<file path="config.mk">
export PLATFORM = sky130hd
export DESIGN_NAME = pcm_downmix_linear_resampler_unit
export DESIGN_NICKNAME = d
export VERILOG_FILES = /design/src/rtl/pdlr_pkg.sv /design/src/rtl/pdlr_div.sv /design/src/rtl/pcm_downmix_linear_resampler_unit.sv
export SDC_FILE = /design/constraint.sdc
export NUM_CORES = 2
export LEC_CHECK = 0
export BUFFER_PORTS_ARGS = -buffer_cell sky130_fd_sc_hd__buf_2
export CAP_MARGIN = 5
export CORE_ASPECT_RATIO = 0.9
export CORE_MARGIN = 2
export CORE_UTILIZATION = 59
export CTS_CLUSTER_DIAMETER = 30
export DETAILED_ROUTE_END_ITERATION = 16
export PLACE_DENSITY_LB_ADDON = 0.1
export SYNTH_ARGS = -nofsm -noshare
export SYNTH_HDL_FRONTEND = slang
export SYNTH_HIERARCHICAL = 1
export SYNTH_SLANG_ARGS = --single-unit
</file>
<file path="constraint.sdc">
create_clock -name clk -period 9.1 [get_ports clk]
set_input_delay 0.455 -clock clk [delete_from_list [all_inputs] [get_ports clk]]
set_output_delay 0.455 -clock clk [all_outputs]
set_load 0.02 [all_outputs]
</file>
<file path="src/rtl/pdlr_pkg.sv">
package pdlr_pkg;

  // Fixed stream constants
  localparam int OUTPUT_RATE = 16000;
  localparam int MAX_SECONDS = 30;
  localparam int RATE_MIN    = 8000;
  localparam int RATE_MAX    = 48000;
  localparam int MAX_OUT     = 4;
  localparam int MAX_OUTPUTS = OUTPUT_RATE * MAX_SECONDS;

  // Field and state widths
  localparam int RATE_W  = 16;
  localparam int FRAME_W = 21;
  localparam int SENT_W  = 19;
  localparam int REM_W   = 14;
  localparam int PCM_W   = 16;
  localparam int MONO_W  = 17;
  localparam int DIFF_W  = 18;
  localparam int K_W     = 3;
  localparam int ADDR_W  = 4;
  localparam int DATA_W  = 32;

  // Shared multiplier and interpolation division
  localparam int MUL_W     = 25;
  localparam int PROD_W    = 2 * MUL_W;
  localparam int U_W       = 31;   // |b-a|*rem fits below 2^31
  localparam int PRE_SHIFT = 7;    // 16000 = 128 * 125
  localparam int RCP_SHIFT = 31;   // floor(y/125) = (y*RECIP) >> 31 for y < 2^24
  localparam int Q_W       = 18;
  localparam int SUM_W     = 19;
  localparam logic [MUL_W-1:0] RECIP = 25'd17179870;

  // Position advance
  localparam int T_W = 17;

  // Output count division
  localparam int DIVN_W = 35;

  // Register indexes
  localparam logic [1:0] REG_RATE   = 2'd0;
  localparam logic [1:0] REG_STEREO = 2'd1;
  localparam logic [1:0] REG_FRAMES = 2'd2;

  // Sequencer states
  typedef enum logic [9:0] {
    S_NMUL   = 10'b0000000001,
    S_NDIV   = 10'b0000000010,
    S_NWAIT  = 10'b0000000100,
    S_IDLE   = 10'b0000001000,
    S_DECIDE = 10'b0000010000,
    S_MUL1   = 10'b0000100000,
    S_MUL2   = 10'b0001000000,
    S_MUL3   = 10'b0010000000,
    S_FIN    = 10'b0100000000,
    S_EMIT   = 10'b1000000000
  } state_t;

endpackage

</file>
<file path="src/rtl/pdlr_div.sv">
module pdlr_div import pdlr_pkg::*; (
  input  logic              clk,
  input  logic              rst,
  input  logic              start,
  input  logic [DIVN_W-1:0] dividend,
  input  logic [RATE_W-1:0] divisor,
  output logic [DIVN_W-1:0] quotient,
  output logic              done
);

  localparam int CNT_W = $clog2(DIVN_W);

  logic [DIVN_W-1:0] work;
  logic [RATE_W-1:0] part;
  logic [RATE_W-1:0] dsr;
  logic [CNT_W-1:0]  cnt;
  logic              busy;
  logic [RATE_W:0]   trial;
  logic [RATE_W:0]   diff;
  logic              fits;

  // One quotient bit per cycle, restoring form
  assign trial = {part, work[DIVN_W-1]};
  assign diff  = trial - {1'b0, dsr};
  assign fits  = trial >= {1'b0, dsr};
  assign quotient = work;

  // Control: count the bit steps
  always_ff @(posedge clk) begin
    if (rst) begin
      busy <= 1'b0;
      done <= 1'b0;
      cnt  <= '0;
    end else begin
      done <= 1'b0;
      if (start) begin
        busy <= 1'b1;
        cnt  <= '0;
      end else if (busy) begin
        if (cnt == CNT_W'(DIVN_W - 1)) begin
          busy <= 1'b0;
          done <= 1'b1;
        end
        cnt <= cnt + CNT_W'(1);
      end
    end
  end

  // Datapath: shift the dividend out, quotient bits in
  always_ff @(posedge clk) begin
    if (start) begin
      work <= dividend;
      part <= '0;
      dsr  <= divisor;
    end else if (busy) begin
      part <= fits ? diff[RATE_W-1:0] : trial[RATE_W-1:0];
      work <= {work[DIVN_W-2:0], fits};
    end
  end

endmodule

</file>
<file path="src/rtl/pcm_downmix_linear_resampler_unit.sv">
// PCM16 downmix and linear-interpolation resampler to 16 kHz. Each input word is one
// PCM16 frame; it is reduced to mono (left+right in stereo mode, twice left in mono
// mode, units of 2^-16 full scale) and resampled by linear interpolation, with the
// last frame held as the right neighbour. The stream length comes from frame_total and
// input_rate; the last output word carries final_mark. An empty stream, one that
// yields no output or one over 30 s gives one limit_error word per input. An
// interpolated output takes a scheduling decision, three passes through the one
// shared multiplier, a rounding step and the output load; a held last-frame output
// takes the decision and the output load; at most four outputs per input. After
// reset and after every register write the output count is rebuilt by a bit-serial
// divider, during which in_ready is low.
module pcm_downmix_linear_resampler_unit import pdlr_pkg::*; (
  input  logic                     clk,
  input  logic                     rst,
  input  logic                     in_valid,
  output logic                     in_ready,
  input  logic signed [PCM_W-1:0]  left_sample,
  input  logic signed [PCM_W-1:0]  right_sample,
  output logic                     out_valid,
  input  logic                     out_ready,
  output logic signed [MONO_W-1:0] out_sample,
  output logic                     final_mark,
  output logic                     limit_error,
  input  logic                     psel,
  input  logic                     penable,
  input  logic                     pwrite,
  input  logic [ADDR_W-1:0]        paddr,
  input  logic [DATA_W-1:0]        pwdata,
  output logic [DATA_W-1:0]        prdata,
  output logic                     pready
);

  localparam logic [T_W-1:0] OR1 = T_W'(OUTPUT_RATE);
  localparam logic [T_W-1:0] OR2 = T_W'(2 * OUTPUT_RATE);
  localparam logic [T_W-1:0] OR3 = T_W'(3 * OUTPUT_RATE);

  state_t state;

  // Configuration registers
  logic [RATE_W-1:0]  input_rate;
  logic               stereo_mode;
  logic [FRAME_W-1:0] frame_total;
  logic               cfg_wr;

  // Stream constants rebuilt after each write
  logic [RATE_W-1:0]  rate_c;
  logic [FRAME_W-1:0] lim_frames;
  logic [SENT_W-1:0]  n_total;
  logic               reject;

  // Stream state
  logic signed [MONO_W-1:0] prev_mono;
  logic [FRAME_W-1:0]       frames_seen;
  logic [SENT_W-1:0]        sent;
  logic [FRAME_W-1:0]       pos_whole;
  logic [REM_W-1:0]         pos_rem;

  // Per-item work registers
  logic signed [MONO_W-1:0] cur_mono;
  logic signed [MONO_W-1:0] res_sample;
  logic                     res_err;
  logic [K_W-1:0]           k_cnt;
  logic [U_W-1:0]           u_reg;
  logic [Q_W-1:0]           qf;

  // Shared multiplier
  logic [MUL_W-1:0]  mul_a;
  logic [MUL_W-1:0]  mul_b;
  logic [PROD_W-1:0] prod;

  // Divider hookup
  logic              div_start;
  logic [DIVN_W-1:0] div_dividend;
  logic [DIVN_W-1:0] div_q;
  logic              div_done;

  // Combinational helpers
  logic signed [MONO_W-1:0] mono_in;
  logic signed [DIFF_W-1:0] diff;
  logic                     diff_neg;
  logic [DIFF_W-1:0]        diff_abs;
  logic [T_W-1:0]           t_sum;
  logic [1:0]               carry;
  logic [REM_W-1:0]         rem_next;
  logic                     room;
  logic                     interp_due;
  logic                     hold_due;
  logic                     last_frame;
  logic                     is_final;
  logic                     r_nz;
  logic [SUM_W-1:0]         q_mag;
  logic [SUM_W-1:0]         q_sgn;
  logic [SUM_W-1:0]         sum_ext;
  logic                     div_reject;
  logic                     out_load;

  assign pready   = 1'b1;
  assign cfg_wr   = psel & penable & pwrite & pready;
  assign in_ready = (state == S_IDLE);

  // Clamp the rate to the supported range
  always_comb begin
    if (input_rate < RATE_W'(RATE_MIN)) begin
      rate_c = RATE_W'(RATE_MIN);
    end else if (input_rate > RATE_W'(RATE_MAX)) begin
      rate_c = RATE_W'(RATE_MAX);
    end else begin
      rate_c = input_rate;
    end
  end

  assign lim_frames = FRAME_W'(rate_c) * FRAME_W'(MAX_SECONDS);

  // Register read
  always_comb begin
    case (paddr[3:2])
      REG_RATE:   prdata = DATA_W'(input_rate);
      REG_STEREO: prdata = DATA_W'(stereo_mode);
      REG_FRAMES: prdata = DATA_W'(frame_total);
      default:    prdata = '0;
    endcase
  end

  // Downmix
  always_comb begin
    if (stereo_mode) begin
      mono_in = MONO_W'(left_sample) + MONO_W'(right_sample);
    end else begin
      mono_in = {left_sample, 1'b0};
    end
  end

  // Neighbour difference as sign and magnitude
  assign diff     = DIFF_W'(cur_mono) - DIFF_W'(prev_mono);
  assign diff_neg = diff[DIFF_W-1];
  assign diff_abs = diff_neg ? (DIFF_W'(0) - diff) : diff;

  // Advance the output position by rate/16000
  assign t_sum = T_W'(pos_rem) + T_W'(rate_c);
  always_comb begin
    if (t_sum >= OR3) begin
      carry    = 2'd3;
      rem_next = REM_W'(t_sum - OR3);
    end else if (t_sum >= OR2) begin
      carry    = 2'd2;
      rem_next = REM_W'(t_sum - OR2);
    end else if (t_sum >= OR1) begin
      carry    = 2'd1;
      rem_next = REM_W'(t_sum - OR1);
    end else begin
      carry    = 2'd0;
      rem_next = t_sum[REM_W-1:0];
    end
  end

  // Output scheduling tests
  assign room       = (k_cnt < K_W'(MAX_OUT)) && (sent < n_total);
  assign interp_due = (frames_seen != '0) && room && (pos_whole < frames_seen);
  assign last_frame = ({1'b0, frames_seen} + (FRAME_W + 1)'(1)) == {1'b0, frame_total};
  assign hold_due   = last_frame && room;
  assign is_final   = ({1'b0, sent} + (SENT_W + 1)'(1)) == {1'b0, n_total};

  // Floor toward minus infinity: bump the magnitude on a negative inexact quotient
  assign r_nz    = prod[U_W-1:0] != u_reg;
  assign q_mag   = SUM_W'(qf) + SUM_W'(r_nz && diff_neg);
  assign q_sgn   = diff_neg ? (SUM_W'(0) - q_mag) : q_mag;
  assign sum_ext = SUM_W'(prev_mono) + q_sgn;

  // Shared multiplier operands
  always_comb begin
    case (state)
      S_NMUL: begin
        mul_a = MUL_W'(frame_total);
        mul_b = MUL_W'(OUTPUT_RATE);
      end
      S_MUL1: begin
        mul_a = MUL_W'(diff_abs[MONO_W-1:0]);
        mul_b = MUL_W'(pos_rem);
      end
      S_MUL2: begin
        mul_a = MUL_W'(prod[U_W-1:PRE_SHIFT]);
        mul_b = RECIP;
      end
      S_MUL3: begin
        mul_a = MUL_W'(prod[RCP_SHIFT+Q_W-1:RCP_SHIFT]);
        mul_b = MUL_W'(OUTPUT_RATE);
      end
      default: begin
        mul_a = '0;
        mul_b = '0;
      end
    endcase
  end

  always_ff @(posedge clk) begin
    prod <= {{MUL_W{1'b0}}, mul_a} * {{MUL_W{1'b0}}, mul_b};
  end

  // Output count: round(frame_total*16000/rate)
  assign div_start    = (state == S_NDIV);
  assign div_dividend = prod[DIVN_W-1:0] + DIVN_W'(rate_c >> 1);
  assign div_reject   = (frame_total == '0) || (frame_total > lim_frames) ||
                        (div_q == '0) || (div_q > DIVN_W'(MAX_OUTPUTS));

  pdlr_div u_div (
    .clk      (clk),
    .rst      (rst),
    .start    (div_start),
    .dividend (div_dividend),
    .divisor  (rate_c),
    .quotient (div_q),
    .done     (div_done)
  );

  // Configuration writes
  always_ff @(posedge clk) begin
    if (rst) begin
      input_rate  <= RATE_W'(OUTPUT_RATE);
      stereo_mode <= 1'b0;
      frame_total <= FRAME_W'(1);
    end else if (cfg_wr) begin
      case (paddr[3:2])
        REG_RATE:   input_rate  <= pwdata[RATE_W-1:0];
        REG_STEREO: stereo_mode <= pwdata[0];
        REG_FRAMES: frame_total <= pwdata[FRAME_W-1:0];
        default:    ;
      endcase
    end
  end

  // Load the output word when the register is free and no register write arrives, drop it once taken
  assign out_load = (state == S_EMIT) && !cfg_wr && (!out_valid || out_ready);

  always_ff @(posedge clk) begin
    if (rst) begin
      out_valid <= 1'b0;
    end else if (out_load) begin
      out_valid <= 1'b1;
    end else if (out_ready) begin
      out_valid <= 1'b0;
    end
  end

  // Sequencer and stream state
  always_ff @(posedge clk) begin
    if (rst) begin
      state       <= S_NMUL;
      n_total     <= '0;
      reject      <= 1'b1;
      prev_mono   <= '0;
      frames_seen <= '0;
      sent        <= '0;
      pos_whole   <= '0;
      pos_rem     <= '0;
      k_cnt       <= '0;
    end else begin
      if (cfg_wr) begin
        state <= S_NMUL;
      end else begin
        case (state)
          S_NMUL: state <= S_NDIV;
          S_NDIV: state <= S_NWAIT;
          S_NWAIT: begin
            if (div_done) begin
              n_total <= div_q[SENT_W-1:0];
              reject  <= div_reject;
              state   <= S_IDLE;
            end
          end
          S_IDLE: begin
            if (in_valid) begin
              cur_mono <= mono_in;
              k_cnt    <= '0;
              state    <= S_DECIDE;
            end
          end
          S_DECIDE: begin
            if (reject) begin
              res_sample <= '0;
              res_err    <= 1'b1;
              state      <= S_EMIT;
            end else if (frames_seen >= frame_total) begin
              state <= S_IDLE;
            end else if (interp_due) begin
              state <= S_MUL1;
            end else if (hold_due) begin
              res_sample <= cur_mono;
              res_err    <= 1'b0;
              state      <= S_EMIT;
            end else begin
              prev_mono   <= cur_mono;
              frames_seen <= frames_seen + FRAME_W'(1);
              state       <= S_IDLE;
            end
          end
          S_MUL1: state <= S_MUL2;
          S_MUL2: begin
            u_reg <= prod[U_W-1:0];
            state <= S_MUL3;
          end
          S_MUL3: begin
            qf    <= prod[RCP_SHIFT+Q_W-1:RCP_SHIFT];
            state <= S_FIN;
          end
          S_FIN: begin
            res_sample <= sum_ext[MONO_W-1:0];
            res_err    <= 1'b0;
            state      <= S_EMIT;
          end
          S_EMIT: begin
            // Hold until the output register is free
            if (!out_valid || out_ready) begin
              out_sample  <= res_sample;
              final_mark  <= !res_err && is_final;
              limit_error <= res_err;
              if (res_err) begin
                state <= S_IDLE;
              end else begin
                sent      <= sent + SENT_W'(1);
                k_cnt     <= k_cnt + K_W'(1);
                pos_whole <= pos_whole + FRAME_W'(carry);
                pos_rem   <= rem_next;
                state     <= S_DECIDE;
              end
            end
          end
          default: state <= S_NMUL;
        endcase
      end
    end
  end

endmodule

</file>
==> impl_metrics.tcl <==
set metrics [dict create \
    start_kind "flip-flop" \
    slew-limit-headroom 0.280 \
    nets 5922 \
    avgSynthCellArea_um2 8.74 \
    grt_overflow 0 \
    peakVddDrop_v 0.000144 \
    syn_inst 4633 \
    ant_nets 0 \
    async_flop_share 0 \
    cp-end-kind "flip-flop" \
    grt_pass1_wl_mm 183 \
    via_count 33966 \
    placementRows 91 \
    tightest_slew_ns 1.07 \
    clkTransAtPathRegs_ns 0.05 \
    core_region_area_um2 68200 \
    via_per_inst 5.64 \
    synth-edff-count 153 \
    initial_utilization 0.594 \
    finalCritPeriodShare 1.05 \
    synth.distinct_cells 100 \
    powerDensity_nw_per_um2 145 \
    grt_max_degree 84 \
    hold_start "pwdata[16]" \
    drc 0 \
    max_freq_mhz 105 \
    crit_start "cur_mono[0]" \
    placed_area_um2 44200 \
    synth_top_area_frac 0.174 \
    grt_pass1_vias 33528 \
    skew_ns 0.0537 \
    htreeDepth 3 \
    clkSinkCount 390 \
    hpwl_mm 90.8 \
    critPathMaxFanout 4 \
    setup_tns_ns -2.81 \
    wl_mm 115 \
    rsz0062_at_grt "true" \
    final-max-slew-violation-count 0 \
    ys.flop_type "dfxtp_1" \
    cts_max_path_buffers 3 \
    max_stage_delay_ns 0.57 \
    highest_layer "met4" \
    slowest_stage "fa_1" \
    finalSetupViolations 13 \
    clk_latency_ns 0.65 \
    drt_iter0_drc 2376 \
    min_period_ns 9.53 \
    drt-met1-wl_mm 49.9 \
    largest_reg_flops 49 \
    critPathMostFrequentCell "fa_1" \
    status "finished with violations" \
    ys_ff_latch 390 \
    final-hold-violation-count 0 \
    violations "setup timing" \
    drtPass1Iterations 6 \
    die_height_um 253 \
    synth_warnings 6 \
    wl_met2_mm 52.5 \
    routed-wl-met3_mm 8.67 \
    netlist_area_um2 40500 \
    fill_cells 5336 \
    post-route-util 0.709 \
    finish.instance_area_um2 48400 \
    maxCapViolCount 0 \
    gp_congestion 0.988 \
    die_w_um 280 \
    drive_gt1_frac 0.166 \
    power.leakage_nw 22.8 \
    arrival_ns 10.05 \
    antenna_found_initial 6 \
    portBuffers 103 \
    cts_tree "built" \
    die_area_um2 70800 \
    synth_top_area_cell "fa_1" \
    crit_type "reg2reg" \
    synth_seq_area_share 0.231 \
    rr_startpoint "cur_mono[0]" \
    layout_setup_ws_ns -0.430 \
    root_buffer "clkbuf_16" \
    routedWlPerCell_um 19.1 \
    pre_cts_ws_ns -0.891 \
    ys_top_cells_by_area "fa_1 17%, ha_1 14%, dfxtp_1 12%, edfxtp_1 11%, inv_1 6.7%" \
    grt_use_total 0.330 \
    ios 129 \
    numCtsBuffers 93 \
    worstPathRequired_ns 9.62 \
    hold_path.class "in2reg" \
    whs_ns 0.0532 \
    hold_buffers 0 \
    area_growth_pct 19.5 \
]
-- critical path, delay by kind of cell (launching register included) --
family / cells / cell delay, ns
simple gates: 5 / 0.71
xor+xnor: 1 / 0.18
buf+inv: 9 / 0.83
compound gates: 18 / 3.10
fa+ha+maj: 10 / 4.18
flops: 1 / 0.40
-- per-stage QoR --
step	std cells	total power, mW
final	6019	7.01
after global routing	6019	7.30
after CTS	6003	7.00
after detailed placement	5816	3.50
after global placement	5816	3.49
after floorplan	4673	3.05
-- synth_stat cells (47+ instances only) --
master and number:
mux2_2 47, inv_1 728, a21o_1 71, a21oi_1 245
nor3_1 73, xor2_1 117, xnor2_1 215, nor2_1 358
nand2_1 508, clkbuf_1 123, o21ai_0 125, nand4_1 54
dfxtp_1 237, edfxtp_1 153, fa_1 353, nand3_1 91
ha_1 439, and2_1 72
-- metal layers --
layer,track usage,vias up
li1,-,16200
met1,0.455,16456
met2,0.526,1076
met3,0.0601,234
met4,0.108,0
met5,0,-
-- repair_timing --
item                                    CTS  global route
buffers inserted                         13            17
pin swaps                                37            67
resized for setup                        78            85
endpoints found under the setup margin   23            27
-- placed cells by master, fill, tap and decap left out, types with 34 or more instances in the layout --
cell       netlist  routed
a21o_1          71      71
a21oi_1        245     227
and2_1          72      68
buf_2           15     102
buf_4           16     330
clkbuf_16        0      96
conb_1           2      42
dfxtp_1        237     236
edfxtp_1       153     153
fa_1           353     342
ha_1           439     421
inv_1          728     711
mux2_2          47      47
nand2_1        508     501
nand2b_1        35      34
nand3_1         91      90
nand4_1         54      54
nor2_1         358     348
nor2b_1         39      37
nor3_1          73      68
o21a_1          44      42
o21ai_0        125     109
xnor2_1        215     208
xor2_1         117     116
-- logic make-up (layout without fill, tap and decap cells) --
group	Yosys count	count (layout)	synth area share
xor+xnor	332	332	0.0718
fa+ha+maj	792	792	0.310
simple gates	1415	1415	0.165
compound gates	736	736	0.118
mux	73	73	0.0195
flops	390	390	0.231
other cells	2	44	0.000185
buf+inv	893	1354	0.0849
-- worst paths after layout --
kind	cells past startpoint	to	slack (ns)
max	43	prod[48]	-0.43
min	3	frame_total[16]	0.05
max reg2reg	43	prod[48]	-0.43
min reg2reg	0	out_sample[3]	0.40
-- cell type report --
type | count | area [µm²] | share of cell area
flip-flops and latches | 390 | 9340 | 0.193
repair buffers | 449 | 3240 | 0.0670
multi-input cells | 3390 | 28600 | 0.592
clock inverters | 51 | 722 | 0.0149
clock buffers | 123 | 2590 | 0.0536
inverters | 731 | 2740 | 0.0567
well taps | 883 | 1100 | 0.0228
diodes | 2 | 5.00 | 0.000103
-- where the power goes --
group | internal (mW) | switching, mW
Combinational | 0.610 | 0.832
Clock | 2.36 | 1.12
Sequential | 1.93 | 0.165
Note: power is estimated with default switching activity, not from simulation.
